===== config.mk =====
export PLATFORM = sky130hd
export DESIGN_NAME = rgb565_horizontal_fade_blend_unit_flat
export DESIGN_NICKNAME = d
export VERILOG_FILES = /design/src/design/hfb_pkg.sv /design/src/design/hfb_if.sv /design/src/design/hfb_alpha_div.sv /design/src/design/hfb_blend.sv /design/src/design/rgb565_horizontal_fade_blend_unit.sv /design/src/flat_wrapper.sv
export SDC_FILE = /design/constraint.sdc
export NUM_CORES = 1
export LEC_CHECK = 0
export BUFFER_PORTS_ARGS = -buffer_cell sky130_fd_sc_hd__buf_2
export CELL_PAD_IN_SITES_DETAIL_PLACEMENT = 1
export CELL_PAD_IN_SITES_GLOBAL_PLACEMENT = 2
export CORE_MARGIN = 8
export CORE_UTILIZATION = 45
export CTS_CLUSTER_SIZE = 8
export DETAILED_ROUTE_END_ITERATION = 10
export PLACE_DENSITY = 0.83
export SLEW_MARGIN = 15
export SYNTH_ARGS = -nofsm -noshare
export SYNTH_HDL_FRONTEND = slang
export SYNTH_SLANG_ARGS = --single-unit

===== constraint.sdc =====
create_clock -name clk -period 20 [get_ports clk]
set_input_delay 1 -clock clk [delete_from_list [all_inputs] [get_ports clk]]
set_output_delay 1 -clock clk [all_outputs]
set_load 0.05 [all_outputs]

===== src/design/hfb_pkg.sv =====
// Shared types and constants for the RGB565 horizontal fade blend unit.
`default_nettype none
package hfb_pkg;

  localparam int PIX_W   = 16;
  localparam int FADE_W  = 12;
  localparam int OFF_W   = 12;
  localparam int ALPHA_W = 8;
  localparam int NUM_W   = 20;
  localparam int CFG_IDX_W = 1;

  localparam logic [ALPHA_W-1:0] ALPHA_FULL = 8'd255;
  localparam logic [7:0]         ROUND_HALF = 8'd128;

  typedef enum logic [CFG_IDX_W-1:0] {
    CFG_STRIP_LEN  = 1'b0,
    CFG_BACKGROUND = 1'b1
  } cfg_index_t;

  typedef struct packed {
    logic [PIX_W-1:0]   pixel;
    logic [NUM_W-1:0]   rem;
    logic [ALPHA_W-1:0] quo;
    logic               bypass;
  } div_item_t;

  typedef struct packed {
    logic [PIX_W-1:0]   pixel;
    logic [ALPHA_W-1:0] alpha;
    logic               bypass;
  } alpha_item_t;

  typedef struct packed {
    logic [PIX_W-1:0] pixel;
    logic             bypass;
    logic [12:0]      r_src;
    logic [12:0]      r_bg;
    logic [13:0]      g_src;
    logic [13:0]      g_bg;
    logic [12:0]      b_src;
    logic [12:0]      b_bg;
  } prod_item_t;

endpackage
`default_nettype wire


===== src/design/hfb_if.sv =====
// Stream interfaces for the pixel input and blended pixel output channels.
`default_nettype none
interface hfb_in_if;
  logic                           valid;
  logic                           ready;
  logic [hfb_pkg::PIX_W-1:0]      pixel_in;
  logic [hfb_pkg::OFF_W-1:0]      column_offset;

  modport source (output valid, output pixel_in, output column_offset, input ready);
  modport sink (input valid, input pixel_in, input column_offset, output ready);
endinterface

interface hfb_out_if;
  logic                      valid;
  logic                      ready;
  logic [hfb_pkg::PIX_W-1:0] pixel_out;

  modport source (output valid, output pixel_out, input ready);
  modport sink (input valid, input pixel_out, output ready);
endinterface
`default_nettype wire


===== src/design/hfb_alpha_div.sv =====
// Pipelined alpha computation: (offset+1)*255 / strip length, one quotient bit per divider stage.
`default_nettype none
module hfb_alpha_div (
  input  wire logic                         clk,
  input  wire logic                         rst,
  input  wire logic [hfb_pkg::FADE_W-1:0]   strip_len,
  input  wire logic                         in_valid,
  output logic                              in_ready,
  input  wire logic [hfb_pkg::PIX_W-1:0]    in_pixel,
  input  wire logic [hfb_pkg::OFF_W-1:0]    in_offset,
  output logic                              out_valid,
  input  wire logic                         out_ready,
  output hfb_pkg::alpha_item_t              out_item
);

  localparam int STAGES = hfb_pkg::ALPHA_W + 2;

  logic [STAGES-1:0]  v;
  logic [STAGES:0]    rdy;
  hfb_pkg::div_item_t d      [STAGES];
  hfb_pkg::div_item_t d_next [STAGES];

  logic [hfb_pkg::OFF_W:0]   off1;
  logic [hfb_pkg::OFF_W+8:0] num_full;
  logic [hfb_pkg::NUM_W-1:0] fw_sat;

  assign rdy[STAGES] = out_ready;
  assign in_ready    = rdy[0];

  genvar i;
  generate
    for (i = 0; i < STAGES; i++) begin : g_rdy
      assign rdy[i] = !v[i] || rdy[i+1];
    end
  endgenerate

  // stage 0: numerator = (off+1)*255 = (off+1)*256 - (off+1)
  assign off1     = {1'b0, in_offset} + {{hfb_pkg::OFF_W{1'b0}}, 1'b1};
  assign num_full = {off1, 8'h00} - {8'h00, off1};

  always_comb begin
    d_next[0].pixel  = in_pixel;
    d_next[0].rem    = num_full[hfb_pkg::NUM_W-1:0];
    d_next[0].quo    = '0;
    d_next[0].bypass = 1'b0;
  end

  // stage 1: zero width or quotient >= 256 both leave the pixel unchanged
  assign fw_sat = {strip_len, 8'h00};

  always_comb begin
    d_next[1]        = d[0];
    d_next[1].bypass = (strip_len == '0) || (d[0].rem >= fw_sat);
  end

  generate
    for (i = 2; i < STAGES; i++) begin : g_bit
      localparam int K = STAGES - 1 - i;
      logic [hfb_pkg::NUM_W-1:0] dsor;
      assign dsor = {{(hfb_pkg::NUM_W-hfb_pkg::FADE_W){1'b0}}, strip_len} << K;
      always_comb begin
        d_next[i] = d[i-1];
        if (d[i-1].rem >= dsor) begin
          d_next[i].rem    = d[i-1].rem - dsor;
          d_next[i].quo[K] = 1'b1;
        end
      end
    end
  endgenerate

  always_ff @(posedge clk) begin
    if (rst) begin
      v[0] <= 1'b0;
    end else if (rdy[0]) begin
      v[0] <= in_valid;
    end
    if (rdy[0] && in_valid) begin
      d[0] <= d_next[0];
    end
  end

  generate
    for (i = 1; i < STAGES; i++) begin : g_stage
      always_ff @(posedge clk) begin
        if (rst) begin
          v[i] <= 1'b0;
        end else if (rdy[i]) begin
          v[i] <= v[i-1];
        end
        if (rdy[i] && v[i-1]) begin
          d[i] <= d_next[i];
        end
      end
    end
  endgenerate

  assign out_valid       = v[STAGES-1];
  assign out_item.pixel  = d[STAGES-1].pixel;
  assign out_item.alpha  = d[STAGES-1].quo;
  assign out_item.bypass = d[STAGES-1].bypass;

endmodule
`default_nettype wire


===== src/design/hfb_blend.sv =====
// Two-stage per-channel blend of the pixel over the background and RGB565 repack.
`default_nettype none
module hfb_blend (
  input  wire logic                       clk,
  input  wire logic                       rst,
  input  wire logic [hfb_pkg::PIX_W-1:0]  background_color,
  input  wire logic                       in_valid,
  output logic                            in_ready,
  input  wire hfb_pkg::alpha_item_t       in_item,
  output logic                            out_valid,
  input  wire logic                       out_ready,
  output logic [hfb_pkg::PIX_W-1:0]       out_pixel
);

  logic                      v0;
  logic                      v1;
  logic                      rdy0;
  logic                      rdy1;
  hfb_pkg::prod_item_t       p;
  hfb_pkg::prod_item_t       p_next;
  logic [hfb_pkg::PIX_W-1:0] pix;
  logic [hfb_pkg::PIX_W-1:0] pix_next;

  logic [7:0]  a;
  logic [7:0]  na;
  logic [12:0] sum_r;
  logic [13:0] sum_g;
  logic [12:0] sum_b;

  assign rdy1     = !v1 || out_ready;
  assign rdy0     = !v0 || rdy1;
  assign in_ready = rdy0;

  assign a  = in_item.alpha;
  assign na = hfb_pkg::ALPHA_FULL - in_item.alpha;

  always_comb begin
    p_next.pixel  = in_item.pixel;
    p_next.bypass = in_item.bypass;
    p_next.r_src  = {8'h00, in_item.pixel[15:11]} * {5'h00, a};
    p_next.r_bg   = {8'h00, background_color[15:11]} * {5'h00, na};
    p_next.g_src  = {8'h00, in_item.pixel[10:5]} * {6'h00, a};
    p_next.g_bg   = {8'h00, background_color[10:5]} * {6'h00, na};
    p_next.b_src  = {8'h00, in_item.pixel[4:0]} * {5'h00, a};
    p_next.b_bg   = {8'h00, background_color[4:0]} * {5'h00, na};
  end

  assign sum_r = p.r_src + p.r_bg + {5'h00, hfb_pkg::ROUND_HALF};
  assign sum_g = p.g_src + p.g_bg + {6'h00, hfb_pkg::ROUND_HALF};
  assign sum_b = p.b_src + p.b_bg + {5'h00, hfb_pkg::ROUND_HALF};

  assign pix_next = p.bypass ? p.pixel : {sum_r[12:8], sum_g[13:8], sum_b[12:8]};

  always_ff @(posedge clk) begin
    if (rst) begin
      v0 <= 1'b0;
      v1 <= 1'b0;
    end else begin
      if (rdy0) begin
        v0 <= in_valid;
      end
      if (rdy1) begin
        v1 <= v0;
      end
    end
    if (rdy0 && in_valid) begin
      p <= p_next;
    end
    if (rdy1 && v0) begin
      pix <= pix_next;
    end
  end

  assign out_valid = v1;
  assign out_pixel = pix;

endmodule
`default_nettype wire


===== src/design/rgb565_horizontal_fade_blend_unit.sv =====
// Top level of the RGB565 horizontal fade blend unit.
`default_nettype none
// Blends a stream of RGB565 pixels toward a background color with an opacity that ramps
// across a fade strip: alpha = min(255, (column_offset+1)*255 / strip length). One pixel is
// taken per clock while no output stall holds the input. Stage 0 forms the numerator and stage
// 1 the saturation test, an eight-stage restoring divider yields one alpha bit per stage, and
// the blend's product and pixel registers multiply, round and repack.
// A stall on the output fills empty stages first before holding the input. Write the strip
// length and background_color only while no pixel is in flight; a strip length of zero, or an
// offset whose unclamped quotient is 256 or more, passes the pixel through unchanged.
module rgb565_horizontal_fade_blend_unit (
  input  wire logic                            clk,
  input  wire logic                            rst,
  input  wire logic                            cfg_we,
  input  wire logic [hfb_pkg::CFG_IDX_W-1:0]   cfg_index,
  input  wire logic [hfb_pkg::PIX_W-1:0]       cfg_data,
  hfb_in_if.sink                               pixel_stream,
  hfb_out_if.source                            result_stream
);

  logic [hfb_pkg::FADE_W-1:0] strip_len;
  logic [hfb_pkg::PIX_W-1:0]  background_color;

  logic                 mid_valid;
  logic                 mid_ready;
  hfb_pkg::alpha_item_t mid_item;

  always_ff @(posedge clk) begin
    if (rst) begin
      strip_len        <= '0;
      background_color <= '0;
    end else if (cfg_we) begin
      unique case (hfb_pkg::cfg_index_t'(cfg_index))
        hfb_pkg::CFG_STRIP_LEN:  strip_len        <= cfg_data[hfb_pkg::FADE_W-1:0];
        hfb_pkg::CFG_BACKGROUND: background_color <= cfg_data;
        default: ;
      endcase
    end
  end

  hfb_alpha_div u_alpha_div (
    .clk        (clk),
    .rst        (rst),
    .strip_len  (strip_len),
    .in_valid   (pixel_stream.valid),
    .in_ready   (pixel_stream.ready),
    .in_pixel   (pixel_stream.pixel_in),
    .in_offset  (pixel_stream.column_offset),
    .out_valid  (mid_valid),
    .out_ready  (mid_ready),
    .out_item   (mid_item)
  );

  hfb_blend u_blend (
    .clk              (clk),
    .rst              (rst),
    .background_color (background_color),
    .in_valid         (mid_valid),
    .in_ready         (mid_ready),
    .in_item          (mid_item),
    .out_valid        (result_stream.valid),
    .out_ready        (result_stream.ready),
    .out_pixel        (result_stream.pixel_out)
  );

`ifndef SYNTH
  a_reset_empty: assert property (@(posedge clk) rst |=> !result_stream.valid)
    else $error("result valid after reset");

  a_ready_chain: assert property (@(posedge clk) disable iff (rst)
    result_stream.ready |-> pixel_stream.ready)
    else $error("input held while output accepts");

  a_mid_hold: assert property (@(posedge clk) disable iff (rst)
    (mid_valid && !mid_ready) |=> (mid_valid && $stable(mid_item)))
    else $error("stalled alpha transaction lost");
`endif

endmodule
`default_nettype wire


===== src/flat_wrapper.sv =====
// flat-port wrapper written by rule: the top's interface ports become plain ports
module rgb565_horizontal_fade_blend_unit_flat 
  (clk, rst, cfg_we, cfg_index, cfg_data, pixel_stream_valid, pixel_stream_pixel_in, pixel_stream_column_offset, pixel_stream_ready, result_stream_valid, result_stream_pixel_out, result_stream_ready);
  hfb_in_if pixel_stream_i ();
  hfb_out_if result_stream_i ();
  input  wire logic clk;
  input  wire logic rst;
  input  wire logic cfg_we;
  input  wire logic [hfb_pkg::CFG_IDX_W-1:0] cfg_index;
  input  wire logic [hfb_pkg::PIX_W-1:0] cfg_data;
  input wire logic [$bits(pixel_stream_i.valid)-1:0] pixel_stream_valid;
  input wire logic [$bits(pixel_stream_i.pixel_in)-1:0] pixel_stream_pixel_in;
  input wire logic [$bits(pixel_stream_i.column_offset)-1:0] pixel_stream_column_offset;
  output wire logic [$bits(pixel_stream_i.ready)-1:0] pixel_stream_ready;
  output wire logic [$bits(result_stream_i.valid)-1:0] result_stream_valid;
  output wire logic [$bits(result_stream_i.pixel_out)-1:0] result_stream_pixel_out;
  input wire logic [$bits(result_stream_i.ready)-1:0] result_stream_ready;
  assign pixel_stream_i.valid = pixel_stream_valid;
  assign pixel_stream_i.pixel_in = pixel_stream_pixel_in;
  assign pixel_stream_i.column_offset = pixel_stream_column_offset;
  assign pixel_stream_ready = pixel_stream_i.ready;
  assign result_stream_valid = result_stream_i.valid;
  assign result_stream_pixel_out = result_stream_i.pixel_out;
  assign result_stream_i.ready = result_stream_ready;
  rgb565_horizontal_fade_blend_unit u_core (.clk(clk), .rst(rst), .cfg_we(cfg_we), .cfg_index(cfg_index), .cfg_data(cfg_data), .pixel_stream(pixel_stream_i), .result_stream(result_stream_i));
endmodule

==> impl_metrics.toml <==
[clock_tree]
cts_tree = "done"
cts-root-to-sink-buffers = 3
clk_pin_slew_worst_paths_ps = 50
cts_htree_levels = 3
cts_root_buffer = "sky130_fd_sc_hd__clkbuf_16"
cts_hold_buf = 0
postCtsResizedCells = 0
numCtsBuffers = 77
insertion_delay_ps = 640
cts.repair_timing.setup_buffer_count = 0
clock_sink_count = 538

[logic_synthesis]
yosys.area.top_type = "sky130_fd_sc_hd__edfxtp_1"
synth.top_cell.area_share = 0.460
yosys.cell_count.top_type = "sky130_fd_sc_hd__edfxtp_1"
yosys-mux-area-fraction = 0.0145
synth_commonest_cells = "sky130_fd_sc_hd__edfxtp_1, sky130_fd_sc_hd__ha_1, sky130_fd_sc_hd__inv_1"
syn_avg_cell_area_um2 = 11.7
synth_compound_area_frac = 0.0894
largest_family_of_logic_cells_by_synthesized_area = "adder cells"
synth_xor_area_frac = 0.0436
ys_types = 80
async_flop_share = 0
syn-instance-count = 2778
synthAdderAreaFrac = 0.197
yosys_warnings = 0
synth-seq-cells = 538
synth_simple_gate_area_share = 0.134
ys_top_cells_by_area = "sky130_fd_sc_hd__edfxtp_1, sky130_fd_sc_hd__ha_1, sky130_fd_sc_hd__fa_1"
synthesis.area_um2 = 32500
synth_sequential_area_ratio = 0.484
synth_enable_flop_cells = 498
synthesis.nets = 3264
synth_ff_type = "sky130_fd_sc_hd__edfxtp_1"

[sta]
min_period_over_period = 0.242
hold_viol_final = 0
final_critical_path_required_period_ps = 4830
endpoints_failing_setup = 0
fin_setup_tns_ps = 0
finalMaxSlewViolations = 0
fin_ws_ps = 15170
slew_at_the_pin_closest_to_its_max_slew_limit_ps = 1120
rsz0062_at_grt = "false"
headroom_to_the_max_slew_limit = 0.254
clock_skew_ps = 48.8
max_clock_freq_mhz = 207
worst_hold_slack_ps = 409

[worst_setup_path]
worst_endpoint_required_time_ps = 20460
critical_path.max_fanout = 20
crit_type = "register to register"
endpoint_kind = "register"
timing.critical_path.arrival_ps = 5300
cp-start-kind = "register"

[final_layout]
share_of_layout_cells_above_drive_strength_1 = 0.0836
synthToLayoutAreaGrowth_pct = 12.2
ff_latch_area_um2 = 15800
multi_input_gate_area_in_the_final_layout_um2 = 15700
fin_cells = 3905
stdcell_area_um2 = 36500
final.fill_count = 7497
finish.net_count = 3382

[detailed_routing]
route.final.wire_length_um = 76600
via_count_normalized_by_instance_count = 5.39
drt_drc_violations_left = 0
wl_per_cell_um = 19.6
firstDrtPassIters = 5
drt_first_iter_violations = 973
route.vias.total = 21000
ant_nets = 0

[floorplanning]
io_pins = 68
die_width_um = 285
initial_core_util = 0.454
dieArea_um2 = 81200
fp.dieH_um = 285
rows = 98
core_um2 = 71600

[place]
gpl.final_weighted_congestion = 0.833
dp_cells = 3765
input_output_buffers = 67
preCtsSetupSlack_ps = 15130
dpl_cell_area_um2 = 34100
hpwlAfterDp_um = 57300

[run]
max-cap-violations = 0

[power]
power.ir.vdd_worst_mv = 0.0688
power_density_nw_per_um2 = 73.8
cellLeakagePower_nw = 14.4

[global_routing]
grt_max_degree = 54
global_route_wire_length_before_repair_um = 124000
antenna_violations_before_repair = 4
global_route.overflow_total = 0
gr-usage-all-layers = 0.187
grt_pass1_vias = 23300

[worst_hold_path]
worst_hold_class = "register to register"

[outcome]
status = "finished, final reports clean"
path summary, 6_finish.rpt:
check,slack [ps],cells after the start,end,from
setup / recovery,15170,14,u_core.u_blend.p[12],u_core.u_alpha_div.d[9][1]
hold reg to reg,410,0,u_core.u_alpha_div.d[7][40],u_core.u_alpha_div.d[6][40]
hold / removal,410,0,u_core.u_alpha_div.d[7][40],u_core.u_alpha_div.d[6][40]
setup reg to reg,15170,14,u_core.u_blend.p[12],u_core.u_alpha_div.d[9][1]
state kept, by name (all words and copies together), names as in the netlist:
name / flops
u_core.u_blend.out_valid: 1
u_core.u_alpha_div.d: 385
u_core.u_alpha_div.out_valid: 1
u_core.background_color: 16
u_core.u_blend.v0: 1
u_core.u_alpha_div.v: 9
u_core.u_blend.p: 97
u_core.u_blend.out_pixel: 16
u_core.strip_len: 12
kinds of logic after synthesis:
family	count (synthesis)
AOI/OAI and AO/OA	446
xor gates and xnor gates	162
adders and majority gates	436
buffers and inverters	310
DFF	538
muxes	43
and+or+nand+nor	843
per-layer routing:
| layer | global-route usage | vias to the layer above | share of wire |
|---|---|---|---|
| met5 | 0 | - | 0.00017 |
| met4 | 0.0525 | 2 | 0.027 |
| met3 | 0.0320 | 126 | 0.035 |
| met2 | 0.327 | 294 | 0.49 |
| met1 | 0.239 | 10500 | 0.45 |
| li1 | - | 10100 | - |
worst max-delay path, cell delays in order (launching register included):
cell,delay (ps)
sky130_fd_sc_hd__edfxtp_1,580
sky130_fd_sc_hd__buf_4,300
sky130_fd_sc_hd__nand2b_1,190
sky130_fd_sc_hd__fa_1,520
sky130_fd_sc_hd__fa_1,530
sky130_fd_sc_hd__fa_1,550
sky130_fd_sc_hd__inv_1,50
sky130_fd_sc_hd__ha_1,330
sky130_fd_sc_hd__a21o_1,190
sky130_fd_sc_hd__a21oi_1,240
sky130_fd_sc_hd__nor2b_1,100
sky130_fd_sc_hd__o21a_1,200
sky130_fd_sc_hd__o41ai_2,340
sky130_fd_sc_hd__or4b_1,480
sky130_fd_sc_hd__o211ai_1,110
area by class of cell:
cell class                 count  share of cell area
sequential                   538               0.431
multi-input combinational   1930               0.430
timing repair buffer          93              0.0156
clock inverter                 7             0.00548
clock buffer                 129              0.0584
tap                          950              0.0325
inverter                     256              0.0263
antenna                        2            0.000137
stage by stage:
step / total power [mW] / utilization
finish: 2.70 / 0.510
global route: 2.80 / 0.510
CTS: 2.73 / 0.509
detailed placement: 1.48 / 0.477
global placement: 1.47 / 0.477
floorplan: 1.42 / -
where the power goes:
group | switching (mW) | leakage [nW] | internal [mW]
registers | 0.0145 | 4.83 | 1.25
clock network | 0.504 | 1.09 | 0.733
logic | 0.114 | 8.52 | 0.0806
total | 0.632 | 14.4 | 2.06
cell usage in the layout, fill, tap and decap left out, types with 40 or more instances in the layout:
cell,instances
sky130_fd_sc_hd__a21o_1,43
sky130_fd_sc_hd__a21oi_1,146
sky130_fd_sc_hd__and2_1,96
sky130_fd_sc_hd__buf_2,67
sky130_fd_sc_hd__clkbuf_1,51
sky130_fd_sc_hd__clkbuf_16,77
sky130_fd_sc_hd__dfxtp_1,40
sky130_fd_sc_hd__edfxtp_1,498
sky130_fd_sc_hd__fa_1,129
sky130_fd_sc_hd__ha_1,307
sky130_fd_sc_hd__inv_1,255
sky130_fd_sc_hd__nand2_1,199
sky130_fd_sc_hd__nand2b_1,59
sky130_fd_sc_hd__nand3_1,44
sky130_fd_sc_hd__nor2_1,154
sky130_fd_sc_hd__nor2b_1,123
sky130_fd_sc_hd__nor3_1,50
sky130_fd_sc_hd__o21ai_0,89
sky130_fd_sc_hd__xnor2_1,102
sky130_fd_sc_hd__xor2_1,60
(Power assumes the default switching activity.)
